<file path="config.mk">
export PLATFORM = sky130hd
export DESIGN_NAME = mtrr_memory_type_resolver_core_flat
export DESIGN_NICKNAME = d
export VERILOG_FILES = /design/src/rtl/mtrr_pkg.sv /design/src/rtl/mtrr_req_if.sv /design/src/rtl/mtrr_rsp_if.sv /design/src/rtl/mtrr_memory_type_resolver_core.sv /design/src/rtl/mtrr_ram.sv /design/src/rtl/mtrr_fix_tab.sv /design/src/rtl/mtrr_var_bank.sv /design/src/flat_wrapper.sv
export SDC_FILE = /design/constraint.sdc
export NUM_CORES = 2
export LEC_CHECK = 0
export ABC_AREA = 1
export ABC_CLOCK_PERIOD_IN_PS = 5950
export BUFFER_PORTS_ARGS = -buffer_cell sky130_fd_sc_hd__buf_2
export CORE_AREA = 2 2 371 373
export CTS_CLUSTER_SIZE = 8
export DETAILED_ROUTE_END_ITERATION = 10
export DIE_AREA = 0 0 373 375
export GPL_TIMING_DRIVEN = 0
export PLACE_DENSITY = 0.77
export RECOVER_POWER = 50
export SETUP_SLACK_MARGIN = 0.5
export SLEW_MARGIN = 30
export SYNTH_ARGS = -nofsm -noshare
export SYNTH_HDL_FRONTEND = slang
export SYNTH_SLANG_ARGS = --single-unit
</file>
<file path="constraint.sdc">
create_clock -name i_clk -period 5.95 [get_ports i_clk]
set_input_delay 1.19 -clock i_clk [delete_from_list [all_inputs] [get_ports i_clk]]
set_output_delay 1.19 -clock i_clk [all_outputs]
set_load 0.02 [all_outputs]
</file>
<file path="src/rtl/mtrr_pkg.sv">
// Shared types, codes and constants of the memory type resolver.
// Used by every module and interface of the block but mtrr_ram; it depends on nothing.
package mtrr_pkg;

    localparam int VAR_RANGES_DEF     = 8;
    localparam int PHYS_ADDR_BITS_DEF = 52;
    localparam int FIXED_COUNT        = 88;
    localparam int FIXED_AW           = $clog2(FIXED_COUNT);
    localparam int TYPE_W             = 8;
    localparam int FRAME_W            = 40;
    localparam int ADDR_W             = 52;
    localparam int SIZE_W             = 32;
    localparam int INDEX_W            = 7;
    localparam int PAGE_SHIFT         = 12;

    localparam logic [TYPE_W-1:0] TYPE_UC = 8'd0;
    localparam logic [TYPE_W-1:0] TYPE_WT = 8'd4;
    localparam logic [TYPE_W-1:0] TYPE_WB = 8'd6;

    // Fixed-range entry bases for the 16K and 4K regions.
    localparam logic [INDEX_W-1:0] FIX16K_BASE = 7'd8;
    localparam logic [INDEX_W-1:0] FIX4K_BASE  = 7'd24;

    typedef enum logic [1:0] {
        REQ_WR_FIXED = 2'd0,
        REQ_WR_VAR   = 2'd1,
        REQ_QUERY    = 2'd2,
        REQ_NONE     = 2'd3
    } t_req;

    typedef enum logic [1:0] {
        CFG_MTRR_ENABLE  = 2'd0,
        CFG_FIXED_ON     = 2'd1,
        CFG_DEFAULT_TYPE = 2'd2,
        CFG_VAR_COUNT    = 2'd3
    } t_cfg_idx;

    typedef enum logic [2:0] {
        S_IDLE,
        S_LOOKUP,
        S_FIXRD,
        S_VSCAN,
        S_MERGE,
        S_CHECK,
        S_DONE
    } t_state;

    typedef struct packed {
        logic                  en;
        logic [INDEX_W-1:0]    idx;
        logic [TYPE_W-1:0]     mtype;
    } t_fix_wr;

    typedef struct packed {
        logic                  en;
        logic [INDEX_W-1:0]    idx;
        logic [FRAME_W-1:0]    base;
        logic [FRAME_W-1:0]    mask;
        logic [TYPE_W-1:0]     mtype;
        logic                  vld;
    } t_var_wr;

    // Combines two memory types: equal types stay, uncacheable wins,
    // write-through with write-back gives write-through, else uncacheable.
    function automatic logic [TYPE_W-1:0] merge_types(
        input logic [TYPE_W-1:0] a,
        input logic [TYPE_W-1:0] b
    );
        logic [TYPE_W-1:0] res;
        if (a == b) begin
            res = a;
        end else if ((a == TYPE_WT && b == TYPE_WB) || (a == TYPE_WB && b == TYPE_WT)) begin
            res = TYPE_WT;
        end else begin
            res = TYPE_UC;
        end
        return res;
    endfunction

endpackage

</file>
<file path="src/rtl/mtrr_req_if.sv">
// Request channel of the memory type resolver: valid/ready plus item fields.
// Depends on mtrr_pkg for the field widths.
interface mtrr_req_if;
    logic                              valid;
    logic                              ready;
    logic [1:0]                        req_type;
    logic [mtrr_pkg::INDEX_W-1:0]      entry_index;
    logic [mtrr_pkg::FRAME_W-1:0]      base_frame;
    logic [mtrr_pkg::TYPE_W-1:0]       entry_type;
    logic [mtrr_pkg::FRAME_W-1:0]      mask_frame;
    logic                              mask_valid;
    logic [mtrr_pkg::ADDR_W-1:0]       phys_address;
    logic [mtrr_pkg::SIZE_W-1:0]       range_size;

    modport source (output valid, req_type, entry_index, base_frame, entry_type,
                    mask_frame, mask_valid, phys_address, range_size, input ready);
    modport sink   (input valid, req_type, entry_index, base_frame, entry_type,
                    mask_frame, mask_valid, phys_address, range_size, output ready);
endinterface

</file>
<file path="src/rtl/mtrr_rsp_if.sv">
// Result channel of the memory type resolver: valid/ready plus result fields.
// Depends on mtrr_pkg for the field widths.
interface mtrr_rsp_if;
    logic                           valid;
    logic                           ready;
    logic [mtrr_pkg::TYPE_W-1:0]    mem_type;
    logic                           same_type;

    modport source (output valid, mem_type, same_type, input ready);
    modport sink   (input valid, mem_type, same_type, output ready);
endinterface

</file>
<file path="src/rtl/mtrr_memory_type_resolver_core.sv">
// Top level of the memory type resolver: sequencer, configuration registers,
// result register. Uses mtrr_pkg, mtrr_req_if, mtrr_rsp_if, mtrr_fix_tab, mtrr_var_bank.
//
// The block keeps 88 fixed-range type bytes and VAR_RANGES variable ranges and
// answers queries for the memory type of a physical byte range. A write item
// (fixed entry or variable range) is written at acceptance and gives no result.
// A query walks its start address and the start of every further 4 KiB page;
// each address passes LOOKUP, FIXRD, MERGE and CHECK when it falls in the
// fixed region (one table read) and LOOKUP, VSCAN, MERGE and CHECK otherwise;
// VSCAN tests as many ranges as the range count register, clipped to
// VAR_RANGES, because a single compare unit tests one variable range per
// cycle. With MTRRs disabled a query goes from acceptance straight to the done
// state, and once the merged type is uncacheable and the range is known not
// to be uniform the walk stops early. The request channel is ready only while
// the sequencer is idle; a finished result sits in an output register, so the
// next item can be taken while the result still waits for the sink. There is
// no clearing pass after reset.
module mtrr_memory_type_resolver_core #(
    parameter int VAR_RANGES     = mtrr_pkg::VAR_RANGES_DEF,
    parameter int PHYS_ADDR_BITS = mtrr_pkg::PHYS_ADDR_BITS_DEF
) (
    input  logic                        i_clk,
    input  logic                        i_rst_n,
    input  logic                        i_cfg_we,
    input  logic [1:0]                  i_cfg_idx,
    input  logic [mtrr_pkg::TYPE_W-1:0] i_cfg_wdata,
    mtrr_req_if.sink                    i_req,
    mtrr_rsp_if.source                  o_rsp
);

    localparam int IW  = (VAR_RANGES > 1) ? $clog2(VAR_RANGES) : 1;
    localparam int CW  = $clog2(VAR_RANGES + 1);
    localparam int AW  = PHYS_ADDR_BITS + 1;   // page addresses may pass the top
    localparam int PGW = AW - mtrr_pkg::PAGE_SHIFT;

    // Configuration registers.
    logic                        r_mtrr_en;
    logic                        r_fixed_on;
    logic [mtrr_pkg::TYPE_W-1:0] r_def_type;
    logic [3:0]                  r_var_count;

    // Sequencer state.
    mtrr_pkg::t_state            r_state, n_state;
    logic [AW-1:0]               r_addr, n_addr;
    logic [AW-1:0]               r_end, n_end;
    logic [mtrr_pkg::TYPE_W-1:0] r_res, n_res;
    logic                        r_uni, n_uni;
    logic                        r_first, n_first;
    logic [CW-1:0]               r_vi, n_vi;
    logic                        r_matched, n_matched;
    logic [mtrr_pkg::TYPE_W-1:0] r_acc, n_acc;
    logic [mtrr_pkg::TYPE_W-1:0] r_t, n_t;

    // Result register.
    logic                        r_out_vld, n_out_vld;
    logic [mtrr_pkg::TYPE_W-1:0] r_out_type, n_out_type;
    logic                        r_out_uni, n_out_uni;

    logic                        req_acc;
    logic                        is_query;
    logic                        in_fixed;
    logic                        scan_done;
    logic                        out_free;
    logic [CW+3:0]               cnt_wide;
    logic [CW-1:0]               scan_cnt;
    logic [mtrr_pkg::FIXED_AW-1:0] fix_raddr;
    logic [mtrr_pkg::TYPE_W-1:0] fix_rdata;
    logic                        var_hit;
    logic [mtrr_pkg::TYPE_W-1:0] var_type;
    logic [mtrr_pkg::TYPE_W-1:0] mrg_res;
    logic                        mrg_uni;
    logic [PGW-1:0]              next_page;
    mtrr_pkg::t_fix_wr           fix_wr;
    mtrr_pkg::t_var_wr           var_wr;

    assign i_req.ready = (r_state == mtrr_pkg::S_IDLE);
    assign req_acc     = i_req.valid && i_req.ready;
    assign is_query    = (i_req.req_type == mtrr_pkg::REQ_QUERY);
    assign out_free    = !r_out_vld || o_rsp.ready;

    // Table writes happen straight at acceptance; the tables are not read then.
    assign fix_wr.en    = req_acc && (i_req.req_type == mtrr_pkg::REQ_WR_FIXED)
                          && (i_req.entry_index < 7'(mtrr_pkg::FIXED_COUNT));
    assign fix_wr.idx   = i_req.entry_index;
    assign fix_wr.mtype = i_req.entry_type;

    assign var_wr.en    = req_acc && (i_req.req_type == mtrr_pkg::REQ_WR_VAR);
    assign var_wr.idx   = i_req.entry_index;
    assign var_wr.base  = i_req.base_frame;
    assign var_wr.mask  = i_req.mask_frame;
    assign var_wr.mtype = i_req.entry_type;
    assign var_wr.vld   = i_req.mask_valid;

    // Number of variable ranges scanned, clipped to the bank size.
    assign cnt_wide = (CW + 4)'(r_var_count);
    assign scan_cnt = (cnt_wide > (CW + 4)'(VAR_RANGES)) ? CW'(VAR_RANGES)
                                                         : cnt_wide[CW-1:0];
    assign scan_done = (r_vi == scan_cnt);

    // The fixed region is the first MiB; the three sub-regions use 64K, 16K
    // and 4K granules.
    assign in_fixed = r_fixed_on && (r_addr[AW-1:20] == '0);

    always_comb begin
        if (r_addr[19] == 1'b0) begin
            fix_raddr = mtrr_pkg::FIXED_AW'(r_addr[18:16]);
        end else if (r_addr[18] == 1'b0) begin
            fix_raddr = mtrr_pkg::FIX16K_BASE + mtrr_pkg::FIXED_AW'(r_addr[17:14]);
        end else begin
            fix_raddr = mtrr_pkg::FIX4K_BASE + mtrr_pkg::FIXED_AW'(r_addr[17:12]);
        end
    end

    mtrr_fix_tab u_fix_tab (
        .i_clk   (i_clk),
        .i_rst_n (i_rst_n),
        .i_wr    (fix_wr),
        .i_raddr (fix_raddr),
        .o_rdata (fix_rdata)
    );

    mtrr_var_bank #(
        .VAR_RANGES     (VAR_RANGES),
        .PHYS_ADDR_BITS (PHYS_ADDR_BITS)
    ) u_var_bank (
        .i_clk   (i_clk),
        .i_rst_n (i_rst_n),
        .i_wr    (var_wr),
        .i_sel   (r_vi[IW-1:0]),
        .i_addr  (r_addr[PHYS_ADDR_BITS-1:0]),
        .o_hit   (var_hit),
        .o_type  (var_type)
    );

    // Folding the type of the current page into the running result.
    always_comb begin
        if (r_first) begin
            mrg_res = r_t;
            mrg_uni = 1'b1;
        end else begin
            mrg_res = mtrr_pkg::merge_types(r_res, r_t);
            mrg_uni = r_uni && (r_t == r_res);
        end
    end

    assign next_page = r_addr[AW-1:mtrr_pkg::PAGE_SHIFT] + PGW'(1);

    // Next state.
    always_comb begin
        n_state = r_state;
        case (r_state)
            mtrr_pkg::S_IDLE: begin
                if (req_acc && is_query) begin
                    n_state = r_mtrr_en ? mtrr_pkg::S_LOOKUP : mtrr_pkg::S_DONE;
                end
            end
            mtrr_pkg::S_LOOKUP: begin
                n_state = in_fixed ? mtrr_pkg::S_FIXRD : mtrr_pkg::S_VSCAN;
            end
            mtrr_pkg::S_FIXRD: begin
                n_state = mtrr_pkg::S_MERGE;
            end
            mtrr_pkg::S_VSCAN: begin
                if (scan_done) begin
                    n_state = mtrr_pkg::S_MERGE;
                end
            end
            mtrr_pkg::S_MERGE: begin
                // Nothing can change once the result is uncacheable and mixed.
                if (!mrg_uni && mrg_res == mtrr_pkg::TYPE_UC) begin
                    n_state = mtrr_pkg::S_DONE;
                end else begin
                    n_state = mtrr_pkg::S_CHECK;
                end
            end
            mtrr_pkg::S_CHECK: begin
                n_state = (r_addr < r_end) ? mtrr_pkg::S_LOOKUP : mtrr_pkg::S_DONE;
            end
            mtrr_pkg::S_DONE: begin
                if (out_free) begin
                    n_state = mtrr_pkg::S_IDLE;
                end
            end
            default: begin
                n_state = mtrr_pkg::S_IDLE;
            end
        endcase
    end

    // Datapath and result register updates.
    always_comb begin
        n_addr     = r_addr;
        n_end      = r_end;
        n_res      = r_res;
        n_uni      = r_uni;
        n_first    = r_first;
        n_vi       = r_vi;
        n_matched  = r_matched;
        n_acc      = r_acc;
        n_t        = r_t;
        n_out_vld  = r_out_vld && !o_rsp.ready;
        n_out_type = r_out_type;
        n_out_uni  = r_out_uni;
        case (r_state)
            mtrr_pkg::S_IDLE: begin
                if (req_acc && is_query) begin
                    n_addr  = {1'b0, i_req.phys_address[PHYS_ADDR_BITS-1:0]};
                    n_end   = {1'b0, i_req.phys_address[PHYS_ADDR_BITS-1:0]}
                              + AW'(i_req.range_size);
                    n_first = 1'b1;
                    // With MTRRs off every page is uncacheable.
                    n_res   = mtrr_pkg::TYPE_UC;
                    n_uni   = 1'b1;
                end
            end
            mtrr_pkg::S_LOOKUP: begin
                n_vi      = '0;
                n_matched = 1'b0;
            end
            mtrr_pkg::S_FIXRD: begin
                n_t = fix_rdata;
            end
            mtrr_pkg::S_VSCAN: begin
                if (scan_done) begin
                    n_t = r_matched ? r_acc : r_def_type;
                end else begin
                    n_vi = r_vi + CW'(1);
                    if (var_hit) begin
                        n_matched = 1'b1;
                        n_acc     = r_matched ? mtrr_pkg::merge_types(r_acc, var_type)
                                              : var_type;
                    end
                end
            end
            mtrr_pkg::S_MERGE: begin
                n_res   = mrg_res;
                n_uni   = mrg_uni;
                n_first = 1'b0;
                n_addr  = {next_page, {mtrr_pkg::PAGE_SHIFT{1'b0}}};
            end
            mtrr_pkg::S_CHECK: begin
            end
            mtrr_pkg::S_DONE: begin
                if (out_free) begin
                    n_out_vld  = 1'b1;
                    n_out_type = r_res;
                    n_out_uni  = r_uni;
                end
            end
            default: begin
            end
        endcase
    end

    always_ff @(posedge i_clk) begin
        if (!i_rst_n) begin
            r_state     <= mtrr_pkg::S_IDLE;
            r_out_vld   <= 1'b0;
            r_mtrr_en   <= 1'b0;
            r_fixed_on  <= 1'b0;
            r_def_type  <= '0;
            r_var_count <= '0;
        end else begin
            r_state   <= n_state;
            r_out_vld <= n_out_vld;
            if (i_cfg_we) begin
                case (i_cfg_idx)
                    mtrr_pkg::CFG_MTRR_ENABLE:  r_mtrr_en   <= i_cfg_wdata[0];
                    mtrr_pkg::CFG_FIXED_ON:     r_fixed_on  <= i_cfg_wdata[0];
                    mtrr_pkg::CFG_DEFAULT_TYPE: r_def_type  <= i_cfg_wdata;
                    mtrr_pkg::CFG_VAR_COUNT:    r_var_count <= i_cfg_wdata[3:0];
                    default: begin
                    end
                endcase
            end
        end
    end

    always_ff @(posedge i_clk) begin
        r_addr     <= n_addr;
        r_end      <= n_end;
        r_res      <= n_res;
        r_uni      <= n_uni;
        r_first    <= n_first;
        r_vi       <= n_vi;
        r_matched  <= n_matched;
        r_acc      <= n_acc;
        r_t        <= n_t;
        r_out_type <= n_out_type;
        r_out_uni  <= n_out_uni;
    end

    assign o_rsp.valid     = r_out_vld;
    assign o_rsp.mem_type  = r_out_type;
    assign o_rsp.same_type = r_out_uni;

endmodule

</file>
<file path="src/rtl/mtrr_ram.sv">
// Generic single-port-write, single-port-read RAM with registered read data.
// Stand-alone; no package needed.
module mtrr_ram #(
    parameter int WIDTH = 8,
    parameter int DEPTH = 88
) (
    input  logic                     i_clk,
    input  logic                     i_we,
    input  logic [$clog2(DEPTH)-1:0] i_waddr,
    input  logic [WIDTH-1:0]         i_wdata,
    input  logic [$clog2(DEPTH)-1:0] i_raddr,
    output logic [WIDTH-1:0]         o_rdata
);

    logic [WIDTH-1:0] r_mem [DEPTH];
    logic [WIDTH-1:0] r_rdata;

    always_ff @(posedge i_clk) begin
        if (i_we) begin
            r_mem[i_waddr] <= i_wdata;
        end
        r_rdata <= r_mem[i_raddr];
    end

    assign o_rdata = r_rdata;

endmodule

</file>
<file path="src/rtl/mtrr_fix_tab.sv">
// Fixed-range type table: a RAM for the type bytes plus per-entry valid bits
// so that entries never written read as uncacheable. Uses mtrr_pkg, mtrr_ram.
module mtrr_fix_tab (
    input  logic                            i_clk,
    input  logic                            i_rst_n,
    input  mtrr_pkg::t_fix_wr               i_wr,
    input  logic [mtrr_pkg::FIXED_AW-1:0]   i_raddr,
    output logic [mtrr_pkg::TYPE_W-1:0]     o_rdata
);

    logic [mtrr_pkg::FIXED_COUNT-1:0] r_vld;
    logic                             r_rd_vld;
    logic [mtrr_pkg::TYPE_W-1:0]      ram_rdata;

    mtrr_ram #(
        .WIDTH (mtrr_pkg::TYPE_W),
        .DEPTH (mtrr_pkg::FIXED_COUNT)
    ) u_ram (
        .i_clk   (i_clk),
        .i_we    (i_wr.en),
        .i_waddr (i_wr.idx[mtrr_pkg::FIXED_AW-1:0]),
        .i_wdata (i_wr.mtype),
        .i_raddr (i_raddr),
        .o_rdata (ram_rdata)
    );

    always_ff @(posedge i_clk) begin
        if (!i_rst_n) begin
            r_vld    <= '0;
            r_rd_vld <= 1'b0;
        end else begin
            if (i_wr.en) begin
                r_vld[i_wr.idx[mtrr_pkg::FIXED_AW-1:0]] <= 1'b1;
            end
            r_rd_vld <= r_vld[i_raddr];
        end
    end

    assign o_rdata = r_rd_vld ? ram_rdata : mtrr_pkg::TYPE_UC;

endmodule

</file>
<file path="src/rtl/mtrr_var_bank.sv">
// Variable range registers and the shared base/mask compare unit that checks
// one selected range against an address per cycle. Uses mtrr_pkg.
module mtrr_var_bank #(
    parameter int VAR_RANGES     = mtrr_pkg::VAR_RANGES_DEF,
    parameter int PHYS_ADDR_BITS = mtrr_pkg::PHYS_ADDR_BITS_DEF,
    localparam int IW = (VAR_RANGES > 1) ? $clog2(VAR_RANGES) : 1
) (
    input  logic                         i_clk,
    input  logic                         i_rst_n,
    input  mtrr_pkg::t_var_wr            i_wr,
    input  logic [IW-1:0]                i_sel,
    input  logic [PHYS_ADDR_BITS-1:0]    i_addr,
    output logic                         o_hit,
    output logic [mtrr_pkg::TYPE_W-1:0]  o_type
);

    localparam int SHW = mtrr_pkg::FRAME_W + mtrr_pkg::PAGE_SHIFT;

    logic [mtrr_pkg::FRAME_W-1:0] r_base [VAR_RANGES];
    logic [mtrr_pkg::FRAME_W-1:0] r_mask [VAR_RANGES];
    logic [mtrr_pkg::TYPE_W-1:0]  r_type [VAR_RANGES];
    logic [VAR_RANGES-1:0]        r_vld;

    logic                         wr_ok;
    logic [SHW-1:0]               base_sh;
    logic [SHW-1:0]               mask_sh;
    logic [PHYS_ADDR_BITS-1:0]    base_pa;
    logic [PHYS_ADDR_BITS-1:0]    mask_pa;

    assign wr_ok = i_wr.en && (32'(i_wr.idx) < 32'(VAR_RANGES));

    always_ff @(posedge i_clk) begin
        if (wr_ok) begin
            r_base[i_wr.idx[IW-1:0]] <= i_wr.base;
            r_mask[i_wr.idx[IW-1:0]] <= i_wr.mask;
            r_type[i_wr.idx[IW-1:0]] <= i_wr.mtype;
        end
    end

    always_ff @(posedge i_clk) begin
        if (!i_rst_n) begin
            r_vld <= '0;
        end else if (wr_ok) begin
            r_vld[i_wr.idx[IW-1:0]] <= i_wr.vld;
        end
    end

    // Frames become byte addresses limited to the physical address space.
    assign base_sh = {r_base[i_sel], {mtrr_pkg::PAGE_SHIFT{1'b0}}};
    assign mask_sh = {r_mask[i_sel], {mtrr_pkg::PAGE_SHIFT{1'b0}}};
    assign base_pa = base_sh[PHYS_ADDR_BITS-1:0];
    assign mask_pa = mask_sh[PHYS_ADDR_BITS-1:0];

    assign o_hit  = r_vld[i_sel] && (((i_addr ^ base_pa) & mask_pa) == '0);
    assign o_type = r_type[i_sel];

endmodule
</file>
<file path="src/flat_wrapper.sv">
// flat-port wrapper written by rule: the top's interface ports become plain ports
module mtrr_memory_type_resolver_core_flat 
#(
    parameter int VAR_RANGES     = mtrr_pkg::VAR_RANGES_DEF,
    parameter int PHYS_ADDR_BITS = mtrr_pkg::PHYS_ADDR_BITS_DEF
)
  (i_clk, i_rst_n, i_cfg_we, i_cfg_idx, i_cfg_wdata, i_req_valid, i_req_req_type, i_req_entry_index, i_req_base_frame, i_req_entry_type, i_req_mask_frame, i_req_mask_valid, i_req_phys_address, i_req_range_size, i_req_ready, o_rsp_valid, o_rsp_mem_type, o_rsp_same_type, o_rsp_ready);
  mtrr_req_if i_req_i ();
  mtrr_rsp_if o_rsp_i ();
  input  logic i_clk;
  input  logic i_rst_n;
  input  logic i_cfg_we;
  input  logic [1:0] i_cfg_idx;
  input  logic [mtrr_pkg::TYPE_W-1:0] i_cfg_wdata;
  input wire logic [$bits(i_req_i.valid)-1:0] i_req_valid;
  input wire logic [$bits(i_req_i.req_type)-1:0] i_req_req_type;
  input wire logic [$bits(i_req_i.entry_index)-1:0] i_req_entry_index;
  input wire logic [$bits(i_req_i.base_frame)-1:0] i_req_base_frame;
  input wire logic [$bits(i_req_i.entry_type)-1:0] i_req_entry_type;
  input wire logic [$bits(i_req_i.mask_frame)-1:0] i_req_mask_frame;
  input wire logic [$bits(i_req_i.mask_valid)-1:0] i_req_mask_valid;
  input wire logic [$bits(i_req_i.phys_address)-1:0] i_req_phys_address;
  input wire logic [$bits(i_req_i.range_size)-1:0] i_req_range_size;
  output wire logic [$bits(i_req_i.ready)-1:0] i_req_ready;
  output wire logic [$bits(o_rsp_i.valid)-1:0] o_rsp_valid;
  output wire logic [$bits(o_rsp_i.mem_type)-1:0] o_rsp_mem_type;
  output wire logic [$bits(o_rsp_i.same_type)-1:0] o_rsp_same_type;
  input wire logic [$bits(o_rsp_i.ready)-1:0] o_rsp_ready;
  assign i_req_i.valid = i_req_valid;
  assign i_req_i.req_type = i_req_req_type;
  assign i_req_i.entry_index = i_req_entry_index;
  assign i_req_i.base_frame = i_req_base_frame;
  assign i_req_i.entry_type = i_req_entry_type;
  assign i_req_i.mask_frame = i_req_mask_frame;
  assign i_req_i.mask_valid = i_req_mask_valid;
  assign i_req_i.phys_address = i_req_phys_address;
  assign i_req_i.range_size = i_req_range_size;
  assign i_req_ready = i_req_i.ready;
  assign o_rsp_valid = o_rsp_i.valid;
  assign o_rsp_mem_type = o_rsp_i.mem_type;
  assign o_rsp_same_type = o_rsp_i.same_type;
  assign o_rsp_i.ready = o_rsp_ready;
  mtrr_memory_type_resolver_core #(.VAR_RANGES(VAR_RANGES), .PHYS_ADDR_BITS(PHYS_ADDR_BITS)) u_core (.i_clk(i_clk), .i_rst_n(i_rst_n), .i_cfg_we(i_cfg_we), .i_cfg_idx(i_cfg_idx), .i_cfg_wdata(i_cfg_wdata), .i_req(i_req_i), .o_rsp(o_rsp_i));
endmodule
</file>
== Yosys cells after proc, flatten, opt, wreduce, memory -nomap -nowiden ==
Memory sizes are Yosys's and may differ from the RTL's. A register that Yosys moved wholly into a read port is not among the register bits.
Cells that the tools add are included.

* Word-level logic and storage cells: 168
* Memories kept: 4
* Bits in writable memories: 1408
* Latch bits: 0
* Register bits: 261
* Output and inout port bits: 11
* Memory bits (read-only): 0

* Reduce and logical (&&, ||, !) cells: 44
* Multipliers: 0
* Equal/unequal tests: 29
* Bitwise logic cells: 4
* $lt $le $gt $ge: 10
* Shift operators: 0
* Div/mod/pow operators: 0
* Mux-type cells: 52
* Add/subtract/negate cells: 5

{| class="wikitable"
|+ Memories
! memory !! depth !! width !! rd ports !! clocked after Yosys merged registers in !! write ports !! RTL line !! source
|-
| u_core.u_fix_tab.u_ram.r_mem || 88 || 8 || 1 || 1 || 1 || mtrr_ram.sv:15 || <nowiki>logic [WIDTH-1:0] r_mem [DEPTH];</nowiki>
|-
| u_core.u_var_bank.r_base || 8 || 40 || 1 || 1 || 1 || mtrr_var_bank.sv:19 || <nowiki>logic [mtrr_pkg::FRAME_W-1:0] r_base [VAR_RANGES];</nowiki>
|-
| u_core.u_var_bank.r_mask || 8 || 40 || 1 || 1 || 1 || mtrr_var_bank.sv:20 || <nowiki>logic [mtrr_pkg::FRAME_W-1:0] r_mask [VAR_RANGES];</nowiki>
|-
| u_core.u_var_bank.r_type || 8 || 8 || 1 || 1 || 1 || mtrr_var_bank.sv:21 || <nowiki>logic [mtrr_pkg::TYPE_W-1:0] r_type [VAR_RANGES];</nowiki>
|}

{| class="wikitable"
|+ Operator list
! kind !! count
|-
| $pmux W53 S2 || 1
|-
| $or A88 B88 Y88 || 1
|-
| $eq A8 B3 Y1 const B || 8
|-
| $mux W8 || 8
|-
| $add A52 B32 Y53 || 1
|-
| $lt A53 B53 Y1 || 1
|-
| $mux W53 || 1
|-
| $and A52 B52 Y52 || 1
|-
| $logic_not A52 Y1 || 1
|-
| $xor A52 B52 Y52 || 1
|-
| $add A41 B1 Y41 const B || 1
|-
| $logic_not A33 Y1 || 1
|-
| $pmux W8 S2 || 2
|-
| $mux W3 || 10
|-
| $eq A8 B8 Y1 || 3
|-
| $pmux W3 S7 || 1
|-
| $reduce_and A2 Y1 || 9
|-
| $logic_and A1 B1 Y1 || 17
|-
| $lt A7 B8 Y1 const B || 2
|-
| $mux W1 || 15
|-
| $mux W7 || 2
|-
| $eq A3 B3 Y1 const B || 3
|-
| $bwmux W8 || 1
|-
| $logic_not A8 Y1 || 1
|-
| other kinds (32) || 52
|}

== Depth between registers and ports, before layout ==
* Depth after elaboration: 10
* Gate-level depth with buffers: 19
* Gate-level depth less buffers: 16

== Modules after synthesis ==
From an unflattened synthesis, not the netlist that was laid out.

* Cells, all modules: 7104
* Area total of the unflattened synthesis: 74143.6 um2

{| class="wikitable"
|+ Modules (own cells, without submodules)
! module !! cells each !! area an instance (um2) !! times used
|-
| mtrr_var_bank || 2644 || 29666.0 || 1
|-
| mtrr_ram || 2409 || 28732.6 || 1
|-
| mtrr_memory_type_resolver_core || 1498 || 11797.6 || 1
|-
| mtrr_fix_tab || 553 || 3947.5 || 1
|}

== Least setup slack after synthesis ==
OpenSTA, ideal clock, no wires.

* Path type: input -> register
* Start point: input i_req_entry_index[6]
* End point: memory u_core.u_var_bank.r_base[3][0] (netlist bit) (enable)
* Required time: 5.413 ns
* Cell stages on the path: 8
* Setup slack: -0.441 ns
* Data arrival time: 5.854 ns
* Library setup time: 0.537 ns
* Buffers on the path: 1
* Path through: nor2_1 > inv_1 > nor2_1 > clkinv_1 > nor4_1 > inv_1 > clkbuf_1 > nor2_1

* Longest elaborated chain between the ends: 4

{| class="wikitable"
|+ Ends and longest elaborated chain
! what !! RTL line !! source
|-
| from (decl) || flat_wrapper.sv:17 || <nowiki>input wire logic [$bits(i_req_i.entry_index)-1:0] i_req_entry_index;</nowiki>
|-
| $lt A7 B4 Y1 || mtrr_var_bank.sv:30 || <nowiki>assign wr_ok = i_wr.en && (32'(i_wr.idx) < 32'(VAR_RANGES));</nowiki>
|-
| $logic_and A1 B1 Y1 || mtrr_var_bank.sv:30 ||
|-
| $mux W1 || mtrr_var_bank.sv:33 || <nowiki>if (wr_ok) begin</nowiki>
|-
| $mux W1 (not written as such) || mtrr_var_bank.sv:34 || <nowiki>r_base[i_wr.idx[IW-1:0]] <= i_wr.base;</nowiki>
|-
| to (decl) || mtrr_var_bank.sv:19 ||
|}

Every way passes these cells.

== Worst setup path after layout ==
* Start point: input i_req_entry_type[0]
* End point: memory u_core.u_fix_tab.u_ram.r_mem[32][0] (data pin)

{| class="wikitable"
|+ RTL lines
! what !! RTL line !! source
|-
| from (decl) || flat_wrapper.sv:19 || <nowiki>input wire logic [$bits(i_req_i.entry_type)-1:0] i_req_entry_type;</nowiki>
|-
| to (decl) || mtrr_ram.sv:15 ||
|}

No word-level cell before the write port.

==> impl_metrics.json <==
{
  "grt_max_degree": 75,
  "finalSetupViolCount": 0,
  "firstDrtPassIters": 8,
  "die_area_mm2": 0.1399,
  "arrival_ns": 5.06,
  "synthCells": 7369,
  "hold_viol": 0,
  "cts.sinks": 1680,
  "ant_nets": 0,
  "report.final.slew_viol_count": 720,
  "cp_top_family": "buffers and inverters",
  "vdd_drop_max_uv": 304.4,
  "wl_per_cell_um": 27.83,
  "cp_cell_sequence": "clkbuf_1 > clkbuf_1",
  "io_pins": 208,
  "place_area_mm2": 0.08061,
  "antenna_found_initial": 32,
  "crit_slowest_cell": "clkbuf_1",
  "critPathLaunchType": "input port",
  "register_area_mm2": 0.04919,
  "synth_seq_area_share_pct": 64.97,
  "numCtsBuffers": 229,
  "drt_iter0_drc": 10620,
  "grt_pass1_vias": 57010,
  "slowest_delay_ns": 2.80,
  "grt-ovfl-total": 0,
  "status": "finished with violations",
  "p_leak_nw": 32.98,
  "synth_edf_count": 1554,
  "synth_common_cells": "nand2_1 (1582), edfxtp_1 (1554), nor2_1 (1045)",
  "drt-vias-per-instance": 6.233,
  "portBuffers": 205,
  "gp_congestion": 1.039,
  "die_y_um": 375,
  "rows": 136,
  "clock_latency_ns": 0.87,
  "fmax_mhz": 200.8,
  "worstPathRequired_ns": 6.02,
  "clk_pin_slew_ns": 0.05,
  "netlist_area_mm2": 0.07571,
  "ys_warn_count": 0,
  "core_mm2": 0.1363,
  "cts_tree": "built",
  "worstMarginPinSlew_ns": 3.930,
  "end_kind": "flip-flop",
  "dp_hpwl_um": 196200,
  "crit_path_frequent_cell": "clkbuf_1",
  "cts_resized": 0,
  "vias": 61150,
  "finish.instance_area_mm2": 0.08674,
  "hold_buffers": 0,
  "synthToLayoutAreaGrowth_pct": 14.58,
  "rsz0062_at_grt": "false",
  "min_path_type": "reg2reg",
  "worst_slew_margin_rel_pct": -162.0,
  "die_w_um": 373,
  "critical_path_class": "in2reg",
  "post-route-period-util_pct": 83.72,
  "path_buf_inv": 2,
  "p_per_area_mw_per_mm2": 400.4,
  "ys_seq_elements": 1680,
  "period_minus_slack_ns": 4.981,
  "nNetsFinal": 8148,
  "root_buffer": "clkbuf_16",
  "synth_top_area_share_pct": 61.64,
  "multi_input_area_mm2": 0.02234,
  "synthFlopType": "edfxtp_1",
  "floorplan.initialDensity_pct": 55.54,
  "h-tree-depth": 4,
  "drt_wl_total_um": 273000,
  "yosysTopAreaCell": "edfxtp_1",
  "async_reset_ff_share_pct": 0,
  "synthesis.nets": 7655,
  "synth_area_leaders": "edfxtp_1 (62%), nand2_1 (7.8%), nor2_1 (5.2%), nand3_1 (4.9%), dfxtp_1 (3.3%)",
  "yosysUniqueCellTypes": 61,
  "drive_gt1_share_pct": 8.767,
  "critPathMaxFanout": 74,
  "max_cap_viol_count": 13,
  "tns_ns": 0,
  "post_cts_buffers": 0,
  "drt_drc_violations_left": 0,
  "yosysMostFrequentCell": "nand2_1",
  "skew_ns": 0.06320,
  "grtUsageTotal_pct": 38.23,
  "fillers": 10520,
  "syn_area_per_cell_um2": 10.27,
  "grt_pass1_wl_um": 383300,
  "whs_ns": 0.4607,
  "clk_path_buf_depth": 3,
  "failed_checks": "capacitance limit, slew limit"
}
## registers in the layout, indices dropped and copies added (netlist names), 53 cells and up, named ones only
signal	flops
u_core.u_fix_tab.u_ram.r_mem	704
u_core.u_var_bank.r_mask	320
u_core.u_var_bank.r_type	64
u_core.u_var_bank.r_base	320
u_core.r_addr	53
u_core.u_fix_tab.r_vld	88
u_core.r_end	53
## report_power, final
group	switching, mW	internal, mW
Combinational	6.96	2.28
Clock	4.92	7.11
Sequential	0.222	13.2
Total	12.1	22.6
## cells by family (layout without fill, tap and decap cells)
group,Yosys count,in the layout,share of synthesized area (%)
simple gates,3574,3574,19.69
flops,1680,1680,64.97
buf+inv,986,1613,5.556
compound gates,952,952,7.277
fa+ha+maj,89,89,1.481
xor+xnor,87,87,1.007
mux,1,1,0.01818
other cells,0,20,0
## final cells by class
cell class | count | area share, %
multi-input combinational | 4703 | 25.75
inverter | 625 | 2.706
buffer | 361 | 2.158
clock buffer | 349 | 7.199
sequential | 1680 | 56.71
antenna | 20 | 0.05770
timing repair buffer | 262 | 2.500
tap | 1794 | 2.588
clock inverter | 16 | 0.3346
## layout by cell type (no fill, tap or decap), types with 33 or more instances in the layout
cell type  netlist  final
buf_2          170    272
edfxtp_1      1554   1554
xor2_1          70     70
o21ai_0        410    410
o21ai_1         68     68
nor2_1        1045   1029
a21oi_1        213    213
nand2_1       1582   1583
nand3_1        739    740
nor3_1          59     61
clkbuf_16        0    232
inv_1          607    608
o211ai_1       130    130
nand4_1         48     48
o221ai_1        33     33
ha_1            88     88
clkbuf_1       108    335
buf_16           0     41
dfxtp_1        126    126
## metal layers
metal / part of all wire, % / track usage (%) / vias up
met2: 42 / 55.26 / 4879
met1: 37 / 51.16 / 29080
met5: 0.086 / 0 / -
li1: - / - / 26300
met4: 5.5 / 19.03 / 34
met3: 16 / 13.73 / 856
## final timing paths
path | start | end | slack, ns | depth (start not counted)
hold reg to reg | u_core.u_fix_tab.r_vld[21] | u_core.u_fix_tab.r_vld[21] | 0.46 | 2
setup reg to reg | flip-flop | u_core.r_acc[6] | 1.46 | 15
hold / removal | u_core.u_fix_tab.r_vld[21] | u_core.u_fix_tab.r_vld[21] | 0.46 | 2
setup / recovery | i_req_entry_type[0] | u_core.u_fix_tab.u_ram.r_mem[32][0] | 0.97 | 2
## per-stage QoR
| stage | setup slack (ns) | std cells | util [%] | power, mW |
|---|---|---|---|---|
| after floorplan | -0.4410 | 7369 | - | 18.54 |
| after global placement | -5.113 | 9368 | 57.94 | 22.15 |
| after detailed placement | 1.435 | 9425 | 59.14 | 22.35 |
| after CTS | 1.881 | 9790 | 63.94 | 34.21 |
| after global routing | 0.8230 | 9795 | 63.61 | 35.56 |
| final | 0.9689 | 9810 | 63.64 | 34.73 |
Note: power is estimated with default switching activity, not from simulation.
